[src/design/c8ie_pkg.sv]
// Shared types, codes and constants of the CHIP-8 instruction execute block.
package c8ie_pkg;

    localparam int NUM_REGS            = 16;
    localparam int STACK_DEPTH_DEFAULT = 16;
    localparam logic [11:0] PC_RESET   = 12'h200;

    typedef enum logic [2:0] {
        ST_OK        = 3'd0,
        ST_INVALID   = 3'd1,
        ST_OVERFLOW  = 3'd2,
        ST_UNDERFLOW = 3'd3,
        ST_EXTERNAL  = 3'd4
    } status_t;

    typedef struct packed {
        logic [15:0] instruction;
        logic [7:0]  random_byte;
        logic [15:0] keys_down;
    } in_item_t;

    typedef struct packed {
        status_t     status;
        logic [11:0] next_pc;
        logic [11:0] index_addr;
        logic [7:0]  vx_value;
        logic [7:0]  vy_value;
    } out_item_t;

    typedef struct packed {
        logic       we;
        logic [3:0] addr;
        logic [7:0] data;
        logic       flag_we;
        logic       flag;
    } rf_wr_t;

    typedef struct packed {
        logic        push;
        logic        pop;
        logic [11:0] data;
    } stk_ctl_t;

    typedef struct packed {
        out_item_t   res;
        rf_wr_t      rf;
        stk_ctl_t    stk;
        logic [11:0] index_next;
        logic [7:0]  delay_next;
        logic [7:0]  sound_next;
    } exec_t;

endpackage

[src/design/c8ie_regfile.sv]
// General register file: synchronous memory with V0 and VF held in flops.
module c8ie_regfile (
    input  logic             aclk,
    input  logic             aresetn,
    input  logic             rd_en,
    input  logic [3:0]       rd_addr_x,
    input  logic [3:0]       rd_addr_y,
    input  c8ie_pkg::rf_wr_t wr,
    output logic [7:0]       vx,
    output logic [7:0]       vy,
    output logic [7:0]       v0
);

    logic [7:0]                    mem [c8ie_pkg::NUM_REGS];
    logic [c8ie_pkg::NUM_REGS-1:0] vld_reg;
    logic [7:0]                    v0_reg;
    logic [7:0]                    vf_reg;
    logic                          lw_valid_reg;
    logic [3:0]                    lw_addr_reg;
    logic [7:0]                    lw_data_reg;
    logic [3:0]                    ax_reg;
    logic [3:0]                    ay_reg;
    logic [7:0]                    rdx_reg;
    logic [7:0]                    rdy_reg;
    logic                          mem_we;

    assign mem_we = wr.we && (wr.addr != 4'h0) && (wr.addr != 4'hF);

    always_ff @(posedge aclk) begin
        if (mem_we) begin
            mem[wr.addr] <= wr.data;
        end
        if (rd_en) begin
            rdx_reg <= mem[rd_addr_x];
            rdy_reg <= mem[rd_addr_y];
            ax_reg  <= rd_addr_x;
            ay_reg  <= rd_addr_y;
        end
        if (mem_we) begin
            lw_addr_reg <= wr.addr;
            lw_data_reg <= wr.data;
        end
    end

    always_ff @(posedge aclk) begin
        if (!aresetn) begin
            vld_reg      <= '0;
            v0_reg       <= 8'h00;
            vf_reg       <= 8'h00;
            lw_valid_reg <= 1'b0;
        end else begin
            if (mem_we) begin
                vld_reg[wr.addr] <= 1'b1;
                lw_valid_reg     <= 1'b1;
            end
            if (wr.we && (wr.addr == 4'h0)) begin
                v0_reg <= wr.data;
            end
            if (wr.we && (wr.addr == 4'hF)) begin
                vf_reg <= wr.data;
            end else if (wr.flag_we) begin
                vf_reg <= {7'b0000000, wr.flag};
            end
        end
    end

    function automatic logic [7:0] pick(input logic [3:0] a, input logic [7:0] rd);
        logic [7:0] v;
        if (a == 4'h0) begin
            v = v0_reg;
        end else if (a == 4'hF) begin
            v = vf_reg;
        end else if (lw_valid_reg && (lw_addr_reg == a)) begin
            v = lw_data_reg;
        end else if (vld_reg[a]) begin
            v = rd;
        end else begin
            v = 8'h00;
        end
        return v;
    endfunction

    always_comb begin
        vx = pick(ax_reg, rdx_reg);
        vy = pick(ay_reg, rdy_reg);
    end

    assign v0 = v0_reg;

endmodule

[src/design/c8ie_stack.sv]
// Return stack: synchronous memory, depth counter and top-of-stack forwarding.
module c8ie_stack #(
    parameter int STACK_DEPTH = c8ie_pkg::STACK_DEPTH_DEFAULT
) (
    input  logic                             aclk,
    input  logic                             aresetn,
    input  logic                             rd_en,
    input  c8ie_pkg::stk_ctl_t               ctl,
    output logic [$clog2(STACK_DEPTH+1)-1:0] depth,
    output logic [11:0]                      top
);

    localparam int AW = $clog2(STACK_DEPTH);
    localparam int DW = $clog2(STACK_DEPTH + 1);

    logic [11:0]   mem [STACK_DEPTH];
    logic [DW-1:0] depth_reg;
    logic [DW-1:0] rd_depth_reg;
    logic [11:0]   rd_a_reg;
    logic [11:0]   rd_b_reg;
    logic [11:0]   push_data_reg;
    logic [DW-1:0] depth_m1;
    logic [DW-1:0] depth_m2;

    assign depth_m1 = depth_reg - DW'(1);
    assign depth_m2 = depth_reg - DW'(2);

    always_ff @(posedge aclk) begin
        if (ctl.push) begin
            mem[depth_reg[AW-1:0]] <= ctl.data;
            push_data_reg          <= ctl.data;
        end
        if (rd_en) begin
            rd_a_reg     <= mem[depth_m1[AW-1:0]];
            rd_b_reg     <= mem[depth_m2[AW-1:0]];
            rd_depth_reg <= depth_reg;
        end
    end

    always_ff @(posedge aclk) begin
        if (!aresetn) begin
            depth_reg <= '0;
        end else if (ctl.push) begin
            depth_reg <= depth_reg + DW'(1);
        end else if (ctl.pop) begin
            depth_reg <= depth_m1;
        end
    end

    always_comb begin
        if (depth_reg == rd_depth_reg) begin
            top = rd_a_reg;
        end else if (depth_reg == rd_depth_reg + DW'(1)) begin
            top = push_data_reg;
        end else begin
            top = rd_b_reg;
        end
    end

    assign depth = depth_reg;

`ifndef SYNTHESIS
    a_push_room: assert property (@(posedge aclk) disable iff (!aresetn)
        ctl.push |-> (depth_reg < DW'(STACK_DEPTH)))
        else $error("push onto a full return stack");
    a_pop_nonempty: assert property (@(posedge aclk) disable iff (!aresetn)
        ctl.pop |-> (depth_reg != '0))
        else $error("pop from an empty return stack");
    a_push_count: assert property (@(posedge aclk) disable iff (!aresetn)
        ctl.push |=> (depth_reg == $past(depth_reg) + DW'(1)))
        else $error("depth did not advance on push");
    a_idle_hold: assert property (@(posedge aclk) disable iff (!aresetn)
        (!ctl.push && !ctl.pop) |=> $stable(depth_reg))
        else $error("depth changed without push or pop");
`endif

endmodule

[src/design/c8ie_exec.sv]
// Instruction decode and execute logic for the register subset.
module c8ie_exec #(
    parameter int STACK_DEPTH = c8ie_pkg::STACK_DEPTH_DEFAULT
) (
    input  c8ie_pkg::in_item_t               item,
    input  logic [7:0]                       vx,
    input  logic [7:0]                       vy,
    input  logic [7:0]                       v0,
    input  logic [11:0]                      pc,
    input  logic [11:0]                      index,
    input  logic [7:0]                       delay,
    input  logic [7:0]                       sound,
    input  logic [$clog2(STACK_DEPTH+1)-1:0] depth,
    input  logic [11:0]                      top,
    output c8ie_pkg::exec_t                  ex
);

    localparam int DW = $clog2(STACK_DEPTH + 1);

    localparam logic [3:0] OP_SYS     = 4'h0;
    localparam logic [3:0] OP_JP      = 4'h1;
    localparam logic [3:0] OP_CALL    = 4'h2;
    localparam logic [3:0] OP_SE_IMM  = 4'h3;
    localparam logic [3:0] OP_SNE_IMM = 4'h4;
    localparam logic [3:0] OP_SE_REG  = 4'h5;
    localparam logic [3:0] OP_LD_IMM  = 4'h6;
    localparam logic [3:0] OP_ADD_IMM = 4'h7;
    localparam logic [3:0] OP_ALU     = 4'h8;
    localparam logic [3:0] OP_SNE_REG = 4'h9;
    localparam logic [3:0] OP_LD_I    = 4'hA;
    localparam logic [3:0] OP_JP_V0   = 4'hB;
    localparam logic [3:0] OP_RND     = 4'hC;
    localparam logic [3:0] OP_DRW     = 4'hD;
    localparam logic [3:0] OP_SKP     = 4'hE;

    localparam logic [3:0] ALU_LD  = 4'h0;
    localparam logic [3:0] ALU_OR  = 4'h1;
    localparam logic [3:0] ALU_AND = 4'h2;
    localparam logic [3:0] ALU_XOR = 4'h3;
    localparam logic [3:0] ALU_ADD = 4'h4;
    localparam logic [3:0] ALU_SUB = 4'h5;
    localparam logic [3:0] ALU_SHR = 4'h6;
    localparam logic [3:0] ALU_SBN = 4'h7;
    localparam logic [3:0] ALU_SHL = 4'hE;

    localparam logic [15:0] INS_CLS = 16'h00E0;
    localparam logic [15:0] INS_RET = 16'h00EE;

    localparam logic [7:0] KK_SKP   = 8'h9E;
    localparam logic [7:0] KK_SKNP  = 8'hA1;
    localparam logic [7:0] KK_LD_DT = 8'h07;
    localparam logic [7:0] KK_WR_DT = 8'h15;
    localparam logic [7:0] KK_WR_ST = 8'h18;
    localparam logic [7:0] KK_ADD_I = 8'h1E;
    localparam logic [7:0] KK_KEY   = 8'h0A;
    localparam logic [7:0] KK_FONT  = 8'h29;
    localparam logic [7:0] KK_BCD   = 8'h33;
    localparam logic [7:0] KK_STORE = 8'h55;
    localparam logic [7:0] KK_LOAD  = 8'h65;

    localparam logic [11:0] SYS_LOW  = 12'h1FF;
    localparam logic [11:0] SYS_HIGH = 12'hFFF;

    logic [15:0]       ins;
    logic [3:0]        major;
    logic [3:0]        x;
    logic [3:0]        y;
    logic [3:0]        n;
    logic [7:0]        kk;
    logic [11:0]       nnn;
    logic [11:0]       seq;
    logic [11:0]       npc;
    logic [8:0]        sum;
    logic              skip;
    logic              pressed;
    c8ie_pkg::status_t st;
    c8ie_pkg::rf_wr_t  rf;
    c8ie_pkg::stk_ctl_t stk;
    logic [11:0]       idx;
    logic [7:0]        dt;
    logic [7:0]        sdt;

    always_comb begin
        ins     = item.instruction;
        major   = ins[15:12];
        x       = ins[11:8];
        y       = ins[7:4];
        n       = ins[3:0];
        kk      = ins[7:0];
        nnn     = ins[11:0];
        seq     = pc + 12'd2;
        npc     = seq;
        st      = c8ie_pkg::ST_OK;
        skip    = 1'b0;
        sum     = {1'b0, vx} + {1'b0, vy};
        pressed = item.keys_down[vx[3:0]] && (vx[7:4] == 4'h0);
        rf      = '{we: 1'b0, addr: x, data: 8'h00, flag_we: 1'b0, flag: 1'b0};
        stk     = '{push: 1'b0, pop: 1'b0, data: seq};
        idx     = index;
        dt      = delay;
        sdt     = sound;

        case (major)
            OP_SYS: begin
                if (ins == INS_CLS) begin
                    st = c8ie_pkg::ST_EXTERNAL;
                end else if (ins == INS_RET) begin
                    if (depth == '0) begin
                        st = c8ie_pkg::ST_UNDERFLOW;
                    end else begin
                        stk.pop = 1'b1;
                        npc     = top;
                    end
                end else if (!((nnn > SYS_LOW) && (nnn < SYS_HIGH))) begin
                    st = c8ie_pkg::ST_INVALID;
                end
            end
            OP_JP: npc = nnn;
            OP_CALL: begin
                if (depth >= DW'(STACK_DEPTH)) begin
                    st = c8ie_pkg::ST_OVERFLOW;
                end else begin
                    stk.push = 1'b1;
                    npc      = nnn;
                end
            end
            OP_SE_IMM:  skip = (vx == kk);
            OP_SNE_IMM: skip = (vx != kk);
            OP_SE_REG: begin
                if (n != 4'h0) st = c8ie_pkg::ST_INVALID;
                else skip = (vx == vy);
            end
            OP_LD_IMM: begin
                rf.we   = 1'b1;
                rf.data = kk;
            end
            OP_ADD_IMM: begin
                rf.we   = 1'b1;
                rf.data = vx + kk;
            end
            OP_ALU: begin
                rf.we = 1'b1;
                case (n)
                    ALU_LD:  rf.data = vy;
                    ALU_OR:  rf.data = vx | vy;
                    ALU_AND: rf.data = vx & vy;
                    ALU_XOR: rf.data = vx ^ vy;
                    ALU_ADD: begin
                        rf.data    = sum[7:0];
                        rf.flag_we = 1'b1;
                        rf.flag    = sum[8];
                    end
                    ALU_SUB: begin
                        rf.data    = vx - vy;
                        rf.flag_we = 1'b1;
                        rf.flag    = (vx > vy);
                    end
                    ALU_SHR: begin
                        rf.data    = {1'b0, vx[7:1]};
                        rf.flag_we = 1'b1;
                        rf.flag    = vx[0];
                    end
                    ALU_SBN: begin
                        rf.data    = vy - vx;
                        rf.flag_we = 1'b1;
                        rf.flag    = (vy > vx);
                    end
                    ALU_SHL: begin
                        rf.data    = {vx[6:0], 1'b0};
                        rf.flag_we = 1'b1;
                        rf.flag    = vx[7];
                    end
                    default: begin
                        rf.we = 1'b0;
                        st    = c8ie_pkg::ST_INVALID;
                    end
                endcase
            end
            OP_SNE_REG: begin
                if (n != 4'h0) st = c8ie_pkg::ST_INVALID;
                else skip = (vx != vy);
            end
            OP_LD_I:  idx = nnn;
            OP_JP_V0: npc = nnn + {4'h0, v0};
            OP_RND: begin
                rf.we   = 1'b1;
                rf.data = item.random_byte & kk;
            end
            OP_DRW: st = c8ie_pkg::ST_EXTERNAL;
            OP_SKP: begin
                case (kk)
                    KK_SKP:  skip = pressed;
                    KK_SKNP: skip = !pressed;
                    default: st = c8ie_pkg::ST_INVALID;
                endcase
            end
            default: begin
                case (kk)
                    KK_LD_DT: begin
                        rf.we   = 1'b1;
                        rf.data = delay;
                    end
                    KK_WR_DT: dt  = vx;
                    KK_WR_ST: sdt = vx;
                    KK_ADD_I: idx = index + {4'h0, vx};
                    KK_KEY, KK_FONT, KK_BCD, KK_STORE, KK_LOAD: st = c8ie_pkg::ST_EXTERNAL;
                    default: st = c8ie_pkg::ST_INVALID;
                endcase
            end
        endcase

        if ((st == c8ie_pkg::ST_INVALID) || (st == c8ie_pkg::ST_OVERFLOW) ||
            (st == c8ie_pkg::ST_UNDERFLOW)) begin
            npc = pc;
        end else if (skip) begin
            npc = pc + 12'd4;
        end

        ex.rf         = rf;
        ex.stk        = stk;
        ex.index_next = idx;
        ex.delay_next = dt;
        ex.sound_next = sdt;
        ex.res.status     = st;
        ex.res.next_pc    = npc;
        ex.res.index_addr = idx;
        if (rf.we && (rf.addr == x)) ex.res.vx_value = rf.data;
        else if (rf.flag_we && (x == 4'hF)) ex.res.vx_value = {7'b0000000, rf.flag};
        else ex.res.vx_value = vx;
        if (rf.we && (rf.addr == y)) ex.res.vy_value = rf.data;
        else if (rf.flag_we && (y == 4'hF)) ex.res.vy_value = {7'b0000000, rf.flag};
        else ex.res.vy_value = vy;
    end

endmodule

[src/design/chip8_instruction_execute.sv]
// Top level: accepts an instruction, executes it against the state, registers the result.
// Accepted instructions are buffered with their reads; results are registered once executed.
// Throughput: one instruction per cycle unless m_ready stalls the output; set by one register-file
// write and one return-stack access per instruction, with reads issued in the cycle of acceptance.
// Reset: V0-VF, I, timers and stack depth clear at once (per-register valid bits), PC to 0x200;
// return-stack contents are undefined until pushed, so no clearing pass is needed.
module chip8_instruction_execute #(
    parameter int STACK_DEPTH = c8ie_pkg::STACK_DEPTH_DEFAULT
) (
    input  logic                aclk,
    input  logic                aresetn,
    input  logic                s_valid,
    output logic                s_ready,
    input  c8ie_pkg::in_item_t  s_item,
    output logic                m_valid,
    input  logic                m_ready,
    output c8ie_pkg::out_item_t m_item
);

    localparam int DW = $clog2(STACK_DEPTH + 1);

    logic                b_valid_reg;
    c8ie_pkg::in_item_t  b_item_reg;
    logic                m_valid_reg;
    c8ie_pkg::out_item_t m_item_reg;
    logic [11:0]         pc_reg;
    logic [11:0]         index_reg;
    logic [7:0]          delay_reg;
    logic [7:0]          sound_reg;

    logic                accept;
    logic                fire;
    logic [7:0]          vx;
    logic [7:0]          vy;
    logic [7:0]          v0;
    logic [DW-1:0]       depth;
    logic [11:0]         top;
    c8ie_pkg::exec_t     ex;
    c8ie_pkg::rf_wr_t    rf_wr;
    c8ie_pkg::stk_ctl_t  stk_ctl;

    assign fire    = b_valid_reg && (!m_valid_reg || m_ready);
    assign s_ready = !b_valid_reg || fire;
    assign accept  = s_valid && s_ready;

    always_comb begin
        rf_wr           = ex.rf;
        rf_wr.we        = ex.rf.we && fire;
        rf_wr.flag_we   = ex.rf.flag_we && fire;
        stk_ctl         = ex.stk;
        stk_ctl.push    = ex.stk.push && fire;
        stk_ctl.pop     = ex.stk.pop && fire;
    end

    c8ie_regfile u_regfile (
        .aclk      (aclk),
        .aresetn   (aresetn),
        .rd_en     (accept),
        .rd_addr_x (s_item.instruction[11:8]),
        .rd_addr_y (s_item.instruction[7:4]),
        .wr        (rf_wr),
        .vx        (vx),
        .vy        (vy),
        .v0        (v0)
    );

    c8ie_stack #(
        .STACK_DEPTH (STACK_DEPTH)
    ) u_stack (
        .aclk    (aclk),
        .aresetn (aresetn),
        .rd_en   (accept),
        .ctl     (stk_ctl),
        .depth   (depth),
        .top     (top)
    );

    c8ie_exec #(
        .STACK_DEPTH (STACK_DEPTH)
    ) u_exec (
        .item  (b_item_reg),
        .vx    (vx),
        .vy    (vy),
        .v0    (v0),
        .pc    (pc_reg),
        .index (index_reg),
        .delay (delay_reg),
        .sound (sound_reg),
        .depth (depth),
        .top   (top),
        .ex    (ex)
    );

    always_ff @(posedge aclk) begin
        if (accept) begin
            b_item_reg <= s_item;
        end
        if (fire) begin
            m_item_reg <= ex.res;
        end
    end

    always_ff @(posedge aclk) begin
        if (!aresetn) begin
            b_valid_reg <= 1'b0;
            m_valid_reg <= 1'b0;
            pc_reg      <= c8ie_pkg::PC_RESET;
            index_reg   <= 12'h000;
            delay_reg   <= 8'h00;
            sound_reg   <= 8'h00;
        end else begin
            if (accept) begin
                b_valid_reg <= 1'b1;
            end else if (fire) begin
                b_valid_reg <= 1'b0;
            end
            if (fire) begin
                m_valid_reg <= 1'b1;
                pc_reg      <= ex.res.next_pc;
                index_reg   <= ex.index_next;
                delay_reg   <= ex.delay_next;
                sound_reg   <= ex.sound_next;
            end else if (m_ready) begin
                m_valid_reg <= 1'b0;
            end
        end
    end

    assign m_valid = m_valid_reg;
    assign m_item  = m_item_reg;

endmodule

[config.mk]
export PLATFORM = sky130hd
export DESIGN_NAME = chip8_instruction_execute
export DESIGN_NICKNAME = d
export VERILOG_FILES = /design/src/design/c8ie_pkg.sv /design/src/design/c8ie_regfile.sv /design/src/design/c8ie_stack.sv /design/src/design/c8ie_exec.sv /design/src/design/chip8_instruction_execute.sv
export SDC_FILE = /design/constraint.sdc
export NUM_CORES = 1
export LEC_CHECK = 0
export ABC_CLOCK_PERIOD_IN_PS = 16200
export BUFFER_PORTS_ARGS = -buffer_cell sky130_fd_sc_hd__buf_2
export CAP_MARGIN = 5
export CORE_UTILIZATION = 40
export DETAILED_ROUTE_END_ITERATION = 10
export HOLD_SLACK_MARGIN = 0.03
export PLACE_DENSITY = 0.6
export SYNTH_ARGS = -nofsm -noshare
export SYNTH_HDL_FRONTEND = slang
export SYNTH_SLANG_ARGS = --single-unit
[constraint.sdc]
create_clock -name aclk -period 16.2 [get_ports aclk]
set_input_delay 2.43 -clock aclk [delete_from_list [all_inputs] [get_ports aclk]]
set_output_delay 2.43 -clock aclk [all_outputs]
set_load 0.02 [all_outputs]
==> key figures, run 1 <==
Status
  – Result of the run: complete, no violations

Logic synthesis
  – Post-synthesis async set-or-reset flop share: 0
  – Combinational family with the most area after synthesis: multiplexers
  – Number of warnings reported in the yosys synthesis log: 0
  – Number of standard cells after synthesis: approximately 2000
  – Flip-flop and latch count after synthesis: ~540
  – Parity-gate share of the synthesized area counting xor and xnor cells: 0.0192
  – Simple-Gate Fraction of Synth Area: 0.0792
  – Number of flops mapped to enable cells by yosys: 472
  – Area fraction in compound gates after synthesis: 0.0966
  – Post-synthesis area per instance: ~14 sq um
  – Share of synthesized area occupied by flip-flops and latches: 0.561
  – Post-synthesis cell area: 0.0278 sq mm
  – Count of different cell masters after synthesis: 78
  – Top flip-flop cell by instance count after synthesis: edfxtp_1
  – Mux share of post-synthesis cell area: 0.185
  – Adder-cell share of the synthesized area: 0.0335

STA
  – Final number of hold-violating endpoints: 0
  – Crit share post-route: 0.421
  – Slew Limit Headroom: 0.161
  – Final count of negative-setup-slack endpoints: 0
  – Worst slack on hold paths: between 0.4 and 0.5 ns
  – Maximum operating frequency: 147 MHz
  – Sum of negative setup slack: 0 ns
  – Shortest period the worst path allows: roughly 6.8 ns
  – Slew at the pin closest to its max-slew limit: about 1.2 ns
  – Clock skew after layout: approximately 0.034 ns
  – RSZ-0062 raised after global routing: no
  – Max-slew violation count: 0

Clock network
  – Post-CTS Repair Setup Buffers: 0
  – Total CTS buffers: 57
  – Count of cells resized by post-cts repair: 0
  – Hold-fix buffers at CTS: 0
  – Clock buffer depth: 3
  – Number of levels the H-tree was split into: 2
  – Clock sink total: between 500 and 600
  – TritonCTS clock tree: yes
  – Clk Tree Root Cell: clkbuf_16
  – Clk Latency, worst-skew pair: about 0.66 ns
  – Clock input transition at the sequential cells of the worst setup and hold paths: about 0.070 ns

Worst setup path
  – Crit Reg-Reg Startpoint: b_item_reg[32]
  – Category of the worst setup path capture point: flip-flop
  – Worst-case register-to-register setup slack: 9.39 ns
  – Worst Path Arrival: slightly above 7 ns
  – Number of cell instances on the worst register-to-register path: 18
  – Crit-path leading delay family: compound AO/OA/AOI/OAI gates
  – Terminus of the critical flop-to-flop path: u_regfile.mem[8][7]
  – Most frequent cell on the critical path: inv_1
  – Largest stage delay, worst path: about 0.94 ns
  – Highest-delay cell along the critical path: edfxtp_1
  – Kind of critical path: reg -> reg
  – Req. time, crit path: approximately 16 ns
  – Setup crit start kind: flip-flop
  – Max FO, Critical Path: 22
  – Critical-path cell list: xor2_1 -> nor3_1 -> and2_0 -> a21oi_2 -> a31oi_2 -> inv_1 -> ha_1 -> inv_1 -> a21oi_1 -> o21bai_1 -> a21oi_1 -> o21bai_1 -> a21o_1 -> a221o_1 -> a221oi_1 -> a21boi_0 -> o21ai_0 -> inv_1
  – Critical path buffer and inverter count: 3

Layout
  – Count of placed standard cells in the final layout, fillers left out: ~3100
  – Fraction of layout instances using a drive strength above 1: 0.230
  – Max reg flops: around 190
  – Final-stage net count: 2191
  – Layout fillers: 6108
  – Area growth from synthesis to final layout: 12.8%
  – Finished Cell Area: between 0.03 and 0.04 sq mm

Min path
  – Hold path startpoint: u_regfile.vf_reg[5]
  – Depth of the worst hold-timing path: 2
  – Hold WC Path Type: reg -> reg
  – Worst Hold End: u_regfile.vf_reg[5]

Route
  – Number of optimization iterations in the first detailed-route pass: 6
  – Routed Antenna Nets: 0
  – Residual DRC count: 0
  – Drt total wl: between 70 and 80 mm
  – Avg WL per Cell: about 26 um
  – Via density per instance: 6.04
  – Number of DRC markers in iteration 0: between 1500 and 2000
  – Via count: ~18000

Power and ir drop
  – Sequential share of power: 0.499
  – Pint: between 2 and 2.5 mW
  – Worst voltage drop across the vdd grid: 0.103 mV
  – Net switching power of the design: around 0.79 mW
  – Logic gate share of total power: 0.091
  – Sw Share: 0.251
  – Relative contribution of the clock network to total power: 0.410
  – Cell leakage power: roughly 11 nW
  – Total power draw: roughly 3.2 mW
  – Total power per unit cell area: about 100 mW/mm^2

Place
  – GPL Wtd Cong: between 0.9 and 1
  – Post-Place Cells: 2948
  – Area after DPL: a little under 0.03 sq mm
  – Number of port buffers: slightly below 90
  – Half-perimeter wire length after placement: around 54 mm

Floorplanning
  – Die boundary height: between 200 and 300 um
  – Core Footprint: 0.0687 sq mm
  – Die area: 0.0707 sq mm
  – Effective utilization at floorplan: 0.405
  – Number of placement rows: between 90 and 100
  – I/O pin count: 89
  – Die outline width: around 270 um

Global route
  – Pin count of the biggest net entering global routing: slightly above 60
  – Number of global-route vias before repair: between 15000 and 20000
  – First-pass GRT wire length: around 120 mm
  – Number of antenna violations at the first check in global routing: 7
  – Total congestion overflow after global routing: 0
  – Tot GR Track Use: 0.226

Run
  – Maximum Capacitance Violations: 0
synth_stat cells (5+ instances only):
master | count | area share
xnor2_1 | 33 | 0.010
inv_1 | 50 | 0.0067
a21oi_1 | 108 | 0.019
clkbuf_1 | 93 | 0.013
a21o_1 | 20 | 0.0054
a211oi_1 | 15 | 0.0040
nor3b_1 | 6 | 0.0016
a222oi_1 | 5 | 0.0018
a221o_1 | 12 | 0.0043
o211a_1 | 5 | 0.0018
o22ai_1 | 23 | 0.0052
o21ai_0 | 85 | 0.015
o21a_1 | 12 | 0.0032
buf_1 | 27 | 0.0036
nand4_1 | 9 | 0.0020
nor2b_1 | 15 | 0.0034
buf_2 | 6 | 0.0011
o21bai_1 | 24 | 0.0065
nor3_1 | 32 | 0.0058
edfxtp_1 | 472 | 0.51
a22oi_1 | 10 | 0.0027
fa_1 | 6 | 0.0043
nand3_1 | 31 | 0.0056
nor4_1 | 14 | 0.0031
nand2_1 | 127 | 0.017
clkinv_1 | 5 | 0.00067
o32ai_1 | 7 | 0.0022
dfxtp_1 | 72 | 0.052
a31oi_1 | 16 | 0.0036
and3_1 | 8 | 0.0018
nor2_1 | 163 | 0.022
mux4_2 | 206 | 0.17
and2_1 | 15 | 0.0034
mux2_2 | 9 | 0.0036
nand2b_1 | 17 | 0.0038
mux2i_1 | 40 | 0.014
a21boi_0 | 5 | 0.0013
nand3b_1 | 6 | 0.0016
o211ai_1 | 8 | 0.0022
ha_1 | 65 | 0.029
a221oi_1 | 9 | 0.0028
xor2_1 | 28 | 0.0088
o221ai_1 | 9 | 0.0028
kinds of logic after synthesis:
logic type,after synthesis
fa+ha+maj,71
flops,544
simple gates,471
mux,255
xor+xnor,61
other cells,1
compound gates,408
buf+inv,185
power by group through the flow:
stage / clock, mW / sequential (mW) / combinational (mW)
2_1_floorplan: 0 / 1.60 / 0.192
3_3_place_gp: 0 / 1.61 / 0.285
5_1_grt: 1.37 / 1.58 / 0.310
4_1_cts: 1.32 / 1.58 / 0.287
3_5_place_dp: 0 / 1.61 / 0.285
6_report: 1.29 / 1.58 / 0.288
worst min-delay path, cell delays in order (launching register included):
cell,delay (ns)
dfxtp_1,0.34
nand2_1,0.05
o21ai_0,0.06
metrics by stage:
stage | utilization | setup WS [ns]
after floorplan | - | 10.73
after global placement | 0.430 | 9.45
after detailed placement | 0.430 | 9.40
after CTS | 0.457 | 9.57
after global routing | 0.457 | 9.10
final | 0.457 | 9.39
area by class of cell:
cell class / count / area, sq um / area share
Antenna cell: 1 / 2.50 / 0.0000797
Clock buffer: 64 / 1460 / 0.0466
Clock inverter: 44 / 400 / 0.0127
Inverter: 55 / 206 / 0.00657
Multi-Input combinational cell: 1282 / 11700 / 0.374
Sequential cell: 544 / 15600 / 0.497
Tap cell: 931 / 1160 / 0.0371
Timing Repair Buffer: 136 / 801 / 0.0255
cells in the final DEF, fill, tap and decap left out, types with 9 or more instances in the layout:
cell / Yosys / final
mux4_2: 206 / 206
o21a_1: 12 / 12
ha_1: 65 / 64
a22oi_1: 10 / 10
a221o_1: 12 / 12
xor2_1: 28 / 27
clkinv_2: 0 / 11
o21bai_1: 24 / 24
conb_1: 1 / 16
buf_2: 6 / 88
edfxtp_1: 472 / 472
nor2_2: 0 / 11
a31oi_1: 16 / 16
a211oi_1: 15 / 15
clkbuf_16: 0 / 57
nand4_1: 9 / 9
a221oi_1: 9 / 9
clkinv_1: 5 / 18
o21ai_0: 85 / 85
nor2b_1: 15 / 15
dfxtp_1: 72 / 70
xnor2_1: 33 / 28
nand2b_1: 17 / 17
nor3_1: 32 / 28
mux2i_1: 40 / 40
o22ai_1: 23 / 23
and2_1: 15 / 14
mux2_2: 9 / 9
a21oi_1: 108 / 108
inv_1: 50 / 49
nor2_1: 163 / 152
a21o_1: 20 / 20
o221ai_1: 9 / 9
buf_4: 1 / 48
nand2_1: 127 / 127
nand3_1: 31 / 31
per-layer routing:
| layer | global-route usage | share of wire | wire [um] |
|---|---|---|---|
| met1 | 0.306 | 0.42 | 33100 |
| met2 | 0.364 | 0.47 | 37700 |
| met3 | 0.0337 | 0.070 | 5540 |
| met4 | 0.0940 | 0.040 | 3210 |
| met5 | 0 | 0.00048 | 38 |
how the worst max path moves through the flow:
stage                         from                       end  slack, ns  cells past startpoint
floorplan           b_item_reg[28]  u_regfile.lw_data_reg[7]      10.73                     22
global placement           m_ready      u_regfile.mem[13][3]       9.45                      9
detailed placement         m_ready      u_regfile.mem[13][3]       9.40                      9
CTS                 b_item_reg[32]       u_regfile.mem[4][7]       9.57                     18
global route        b_item_reg[32]      u_regfile.mem[14][7]       9.10                     18
finish              b_item_reg[32]       u_regfile.mem[8][7]       9.39                     18
Power figures use the tool's default switching activity.
==> run 2: changes to the inputs <==
--- a/config.mk
+++ b/config.mk
@@ -5,7 +5,7 @@
 export SDC_FILE = /design/constraint.sdc
 export NUM_CORES = 1
 export LEC_CHECK = 0
-export ABC_CLOCK_PERIOD_IN_PS = 16200
+export ABC_CLOCK_PERIOD_IN_PS = 6800
 export BUFFER_PORTS_ARGS = -buffer_cell sky130_fd_sc_hd__buf_2
 export CAP_MARGIN = 5
 export CORE_UTILIZATION = 40
==> constraint.sdc (replaced) <==
create_clock -name aclk -period 6.8 [get_ports aclk]
set_input_delay 1.02 -clock aclk [delete_from_list [all_inputs] [get_ports aclk]]
set_output_delay 1.02 -clock aclk [all_outputs]
set_load 0.02 [all_outputs]
==> key figures, run 2 (synthesized netlist as in run 1, its figures left out) <==
Floorplanning
  – Effective utilization at floorplan: 0.405
  – Number of placement rows: 96
  – I/O pin count: around 90
  – Core Footprint: between 0.06 and 0.07 sq mm
  – Die outline width: between 200 and 300 um
  – Die boundary height: roughly 270 um
  – Die area: 0.0707 sq mm

Worst setup path
  – Setup crit start kind: flip-flop
  – Most frequent cell on the critical path: o21bai_1
  – Max FO, Critical Path: 17
  – Terminus of the critical flop-to-flop path: u_regfile.mem[2][7]
  – Number of cell instances on the worst register-to-register path: 19
  – Largest stage delay, worst path: between 0.6 and 0.7 ns
  – Category of the worst setup path capture point: flip-flop
  – Req. time, crit path: 7.06 ns
  – Highest-delay cell along the critical path: edfxtp_1
  – Worst Path Arrival: ~6.4 ns
  – Kind of critical path: reg -> reg
  – Worst-case register-to-register setup slack: roughly 0.62 ns
  – Crit Reg-Reg Startpoint: b_item_reg[32]
  – Critical-path cell list: xor2_1 -> nor3_1 -> and2_0 -> a21oi_2 -> a221o_1 -> o221ai_1 -> inv_1 -> ha_1 -> o21bai_1 -> a21oi_1 -> o21bai_1 -> a21oi_1 -> o21bai_1 -> a21o_1 -> a221o_1 -> a221oi_1 -> a21boi_0 -> o21ai_0 -> inv_1

Place
  – Place WS: between 0.7 and 0.8 ns
  – Number of port buffers: between 80 and 90
  – Half-perimeter wire length after placement: ~52 mm
  – Post-Place Cells: between 2000 and 3000
  – GPL Wtd Cong: ~0.94
  – Area after DPL: around 0.03 sq mm

Route
  – Drt total wl: ~79 mm
  – Residual DRC count: 0
  – Routed Antenna Nets: 0
  – Number of DRC markers in iteration 0: 1920
  – Via density per instance: between 6 and 7
  – Number of optimization iterations in the first detailed-route pass: 6
  – Avg WL per Cell: between 20 and 30 um
  – Via count: 18457

Layout
  – Area growth from synthesis to final layout: 13.1%
  – Most frequent cells in the layout: edfxtp_1 (472), mux4_2 (206), nor2_1 (151), nand2_1 (127), a21oi_1 (108)
  – Fraction of layout instances using a drive strength above 1: 0.230
  – Total inserted antenna cells: 0
  – Max reg flops: roughly 190
  – Final cell utilization of the core: 0.458
  – Final-stage net count: 2206
  – Finished Cell Area: between 0.03 and 0.04 sq mm
  – Leading cell type in the layout, fill and taps excluded: edfxtp_1
  – Count of placed standard cells in the final layout, fillers left out: just over 3000

STA
  – Worst slack on hold paths: between 0.4 and 0.5 ns
  – Maximum operating frequency: 162 MHz
  – Clock skew after layout: between 0.04 and 0.05 ns
  – Setup WS post-layout: 0.617 ns
  – RSZ-0062 raised after global routing: no
  – Slew at the pin closest to its max-slew limit: around 1.3 ns
  – Final count of negative-setup-slack endpoints: 0
  – Crit share post-route: 0.909
  – Shortest period the worst path allows: slightly above 6 ns
  – Slew Limit Headroom: 0.108
  – Max-slew violation count: 0
  – Sum of negative setup slack: 0 ns
  – Final number of hold-violating endpoints: 0

Power and ir drop
  – Worst voltage drop across the vdd grid: 0.156 mV
  – Total power per unit cell area: between 200 and 250 mW/mm^2
  – Cell leakage power: 10.6 nW
  – Total power draw: 7.42 mW

Clock network
  – Clk Tree Root Cell: clkbuf_16
  – Clock sink total: 544
  – TritonCTS clock tree: yes
  – Hold-fix buffers at CTS: 0
  – Post-CTS Repair Setup Buffers: 0
  – Clock input transition at the sequential cells of the worst setup and hold paths: roughly 0.060 ns
  – Number of levels the H-tree was split into: 2
  – Clk Latency, worst-skew pair: 0.64 ns
  – Count of cells resized by post-cts repair: 0
  – Clock buffer depth: 3
  – Total CTS buffers: 56

Global route
  – Number of global-route vias before repair: 18316
  – Total congestion overflow after global routing: 0
  – Tot GR Track Use: 0.222
  – Number of antenna violations at the first check in global routing: 3
  – Pin count of the biggest net entering global routing: 59
  – First-pass GRT wire length: approximately 120 mm

Min path
  – Depth of the worst hold-timing path: 1
  – Hold WC Path Type: reg -> reg
  – Hold path startpoint: u_regfile.vld_reg[0]
  – Worst Hold End: u_regfile.vld_reg[0]

Run
  – Maximum Capacitance Violations: 0

Status
  – Result of the run: complete, no violations
run 2: changes by cell type in the layout (fill, tap and decap cells not counted), moves of 4 or more:
cell and change:
buf_4 +16, clkinv_2 -4, nor4_2 -4, nor4_4 +4
clkinvlp_4 -7, clkbuf_1 +11
run 2: metal layers:
metal  wire length [um]  part of all wire  up-vias  global-route usage
met5                 37           0.00047        -                   0
met4               2450             0.031        6              0.0732
met3               5490             0.070      164              0.0360
met2              39000              0.49      791               0.374
met1              31900              0.40     9437               0.291
li1                   -                 -     8059                   -
run 2: worst max-delay path by stage:
stage,startpoint,depth (start not counted),slack (ns),to
finish,b_item_reg[32],19,0.62,u_regfile.mem[2][7]
global route,b_item_reg[32],19,0.04,u_regfile.lw_data_reg[7]
CTS,b_item_reg[32],19,0.66,u_regfile.lw_data_reg[7]
detailed placement,b_item_reg[32],19,0.71,u_regfile.mem[3][7]
global placement,b_item_reg[32],19,0.77,u_regfile.mem[0][7]
floorplan,b_item_reg[28],22,1.33,u_regfile.lw_data_reg[7]
run 2: power breakdown:
part / total [mW] / internal [mW] / switching (mW)
registers: 3.75 / 3.70 / 0.0529
logic: 0.693 / 0.258 / 0.435
clock network: 2.98 / 1.68 / 1.30
total: 7.42 / 5.64 / 1.79
run 2: layout make-up:
class	instances	area [sq um]
multi-input combinational	1282	11800
inverter	55	206
clock inverter	26	233
sequential	544	15600
clock buffer	78	1560
timing repair buffer	152	921
tap	931	1160
fill	6015	37200
run 2: critical path, delay by kind of cell (launching register included):
kind / cells / cell delay, ns
simple gates: 2 / 0.96
xor+xnor: 1 / 0.26
buf+inv: 2 / 0.66
compound gates: 13 / 2.82
flops: 1 / 0.65
fa+ha+maj: 1 / 0.44
